===== config.mk =====
export PLATFORM = sky130hd
export DESIGN_NAME = rmr_ram
export DESIGN_NICKNAME = d
export VERILOG_FILES = /design/src/sv/rmr_ram.sv
export SDC_FILE = /design/constraint.sdc
export NUM_CORES = 1
export LEC_CHECK = 0
export BUFFER_PORTS_ARGS = -buffer_cell sky130_fd_sc_hd__buf_2
export CORE_UTILIZATION = 40
export CTS_BUF_LIST = sky130_fd_sc_hd__clkbuf_16
export CTS_CLUSTER_DIAMETER = 200
export DETAILED_ROUTE_END_ITERATION = 6
export HOLD_SLACK_MARGIN = 0.05
export MAX_ROUTING_LAYER = met4
export REMOVE_ABC_BUFFERS = 1
export SLEW_MARGIN = 20
export SYNTH_ARGS = -nofsm -noshare
export SYNTH_HDL_FRONTEND = slang
export SYNTH_SLANG_ARGS = --single-unit

===== constraint.sdc =====
create_clock -name clk_i -period 2.45 [get_ports clk_i]
set_input_delay 0.49 -clock clk_i [delete_from_list [all_inputs] [get_ports clk_i]]
set_output_delay 0.49 -clock clk_i [all_outputs]
set_load 0.02 [all_outputs]

===== src/sv/rmr_ram.sv =====
// ----------------------------------------------------------------------------
// rmr_ram
// Generic simple dual-port RAM, one write and one registered read port.
// ----------------------------------------------------------------------------
module rmr_ram #(
  parameter int unsigned Width = 8,
  parameter int unsigned Depth = 64
) (
  input  logic                     clk_i,
  input  logic                     we_i,
  input  logic [$clog2(Depth)-1:0] waddr_i,
  input  logic [Width-1:0]         wdata_i,
  input  logic                     re_i,
  input  logic [$clog2(Depth)-1:0] raddr_i,
  output logic [Width-1:0]         rdata_o
);

  logic [Width-1:0] mem_q [Depth];
  logic [Width-1:0] rdata_q;

  always_ff @(posedge clk_i) begin
    if (we_i) begin
      mem_q[waddr_i] <= wdata_i;
    end
    if (re_i) begin
      rdata_q <= mem_q[raddr_i];
    end
  end

  assign rdata_o = rdata_q;

endmodule


==> impl_results.md <==
- Vias in the first global route: 10033
- Max clock buf depth: 3
- Layout cells sized above 1: 35.06%
- Sink Count: 520
- Fmax: 432.4 MHz
- Slew HR: 46.22%
- Fin crit period: 2.312 ns
- Yosys top cell by area: edfxtp_1
- Post-Synth XOR/XNOR Area: 0%
- WP data required: 2.76 ns
- Hold Path Depth: 1
- Endpoints failing hold: 0
- Unrepaired setup endpoints after global routing: false
- Slew Viols, Final: 0
- Post-cts sizing count: 0
- Core Box Area: 0.05007 mm2
- Pre-antenna DRT Iters: 5
- Power Total: 18.44 mW
- VDD IR-drop max: 503.0 uV
- Utilization after layout: 47.88%
- Largest net degree at the start of global routing: 65
- Final period utilization: 94.39%
- Power Density: 769.2 mW/mm2
- R2R setup slack: 0.14 ns
- Startpoint types: flip-flop
- Post-CTS setup buffers: 0
- Final Wtd Congestion: 0.8364
- Placed cell areas: 0.02237 mm2
- Synth Area in Simple Gates: 3.374%
- Max FO, Critical Path: 1
- Yosys top cell area share: 77.12%
- Routed vias/inst: 5.362
- Area growth syn-to-layout: 18.40%
- Post-Syn Instances: 940
- # nets final: 1166
- Synth warn: 0
- Clk_skew: 0.01420 ns
- Post-synth EDFFs: 520
- Chip width: 227.0 um
- Total gr overflow: 0
- Reg2reg start: mem_q[20][6]$_DFFE_PP_
- TNS Setup: 0 ns
- Seq cells post-synth: 520
- Vias: 9931
- Min-delay src: re_i
- WL final: 46.45 mm
- Critical Path AT: 2.62 ns
- Post-synth ARST share: 0%
- Clock Latency Late Sink: 0.59 ns
- Root Buffer Master: clkbuf_16
- Initial cell density of the core: 40.44%
- Mux contribution to synthesized area: 15.88%
- Area of the die: 0.05152 mm2
- Hpwl dp: 30.60 mm
- Drt drc: 0
- LEAKAGE: 7.835 nW
- Compound-cell area share of the yosys netlist: 2.064%
- CTS tree: built
- Drt wl/cell: 25.08 um
- Initial antenna violation count: 2
- CP endpoint kind: flip-flop
- Worst hold path class: in -> reg
- Clock-pin slew on the worst setup and hold paths: 0.06 ns
- Die height: 227.0 um
- Cell Area, Synth: 0.02025 mm2
- CTS H-tree depth: 2
- Fin area: 0.02397 mm2
- Slew @ Worst Pin: 0.8067 ns
- FF-to-FF path depth: 5
- Final setup fails: 0
- Maxcap violations: 0
- Synthesized area per cell: 21.54 um2
- 1st-iter DRT viols: 982
- Post-route ant nets: 0
- Main synth FF type: edfxtp_1
- Global-route wire length before repair: 67.72 mm
- Synth area leaders: edfxtp_1 (77%), mux4_2 (14%), nor2_1 (1.5%)
- Crit path kind: reg -> reg
- Hold path endpoint: rdata_o[3]$_DFFE_PP_
- Io pins: 31
- Status: complete, no violations
- Cts hold-fix bufs: 0
- Post-synthesis sequential area ratio: 77.12%
- # rows: 82
- RR Endpoint: rdata_o[6]$_DFFE_PP_
- PortBufs: 30
- CTS buffer count: 52
- Tot GR Track Use: 19.16%
- Unique cell type count in the Yosys netlist: 39
- Synth Area in Adders: 0%
- Largest family of logic cells by synthesized area: multiplexers
-- power breakdown --
group          internal (mW)  switching, mW  leakage [nW]
logic                  0.443          0.601          2.32
clock network           4.31           3.19         0.825
registers               9.87         0.0282          4.69
total                   14.6           3.82          7.83
-- cells in the final DEF (no fill, tap or decap), drive strengths merged, types with 4 or more instances in the layout --
cell / Yosys / layout
buf: 34 / 199
edfxtp: 520 / 520
nor2: 83 / 83
mux2: 13 / 13
clkbuf: 17 / 54
mux4: 126 / 126
o21ai: 4 / 4
clkinv: 0 / 18
nor2b: 14 / 14
o221ai: 8 / 8
a211oi: 4 / 4
nand3: 13 / 13
o22ai: 8 / 8
nand2b: 7 / 7
nand2: 19 / 19
a221oi: 6 / 6
mux2i: 23 / 23
nor3: 7 / 7
bufinv: 0 / 4
inv: 0 / 11
-- synthesized netlist by cell type (all sizes together) (8+ instances only) --
cell type	n
edfxtp	520
mux4	126
nor2	83
buf	34
mux2i	23
nand2	19
clkbuf	17
nor2b	14
mux2	13
nand3	13
o221ai	8
o22ai	8
-- cell families after synthesis --
kind of cell           after synthesis
AND/OR/NAND/NOR                    153
flip-flops                         520
multiplexers                       162
buffers and inverters               51
AO/OA/AOI/OAI                       54
-- routing by layer --
layer	global-route usage, %	share of wire [%]	vias up
met3	2.981	5.7	80
met5	-	0	-
met4	6.408	2.8	0
li1	-	-	4343
met2	30.14	48	291
met1	25.65	43	5217
-- area by class of cell --
type | count | area (um2)
timing repair buffer | 200 | 1603
tap | 672 | 840.8
antenna | 2 | 5.005
clock inverter | 36 | 266.5
fill | 4182 | 26100
multi-input combinational | 369 | 4315
sequential | 520 | 15620
clock buffer | 53 | 1326
-- stage by stage --
stage	hold slack (ns)	worst slack (ns)	std cells
floorplan	0.5889	0.4595	889
global placement	0.8649	-0.4302	1761
detailed placement	0.8750	-0.4922	1761
CTS	0.2511	0.07570	1850
global route	0.2665	0.09146	1851
finish	0.2777	0.1375	1852
-- registers in the layout, indices dropped and copies added (netlist names) --
signal   cells
rdata_o      8
mem_q      512
-- worst max-delay path: stages, from the launching register on --
cell and delay [ns]:
edfxtp_1 0.37, mux4_2 0.47, mux2_2 0.30, o221a_2 0.31
nor3_1 0.42, o32ai_1 0.17
-- worst max-delay path by stage --
stage	from	cells after the start	to	slack [ns]
after global routing	mem_q[28][6]$_DFFE_PP_	5	rdata_o[6]$_DFFE_PP_	0.09
after floorplan	raddr_i[0]	5	rdata_o[4]$_DFFE_PP_	0.46
after CTS	mem_q[20][6]$_DFFE_PP_	5	rdata_o[6]$_DFFE_PP_	0.08
final	mem_q[20][6]$_DFFE_PP_	5	rdata_o[6]$_DFFE_PP_	0.14
after detailed placement	raddr_i[0]	7	rdata_o[6]$_DFFE_PP_	-0.49
after global placement	raddr_i[0]	7	rdata_o[6]$_DFFE_PP_	-0.43
Note: power is estimated with default switching activity, not from simulation.
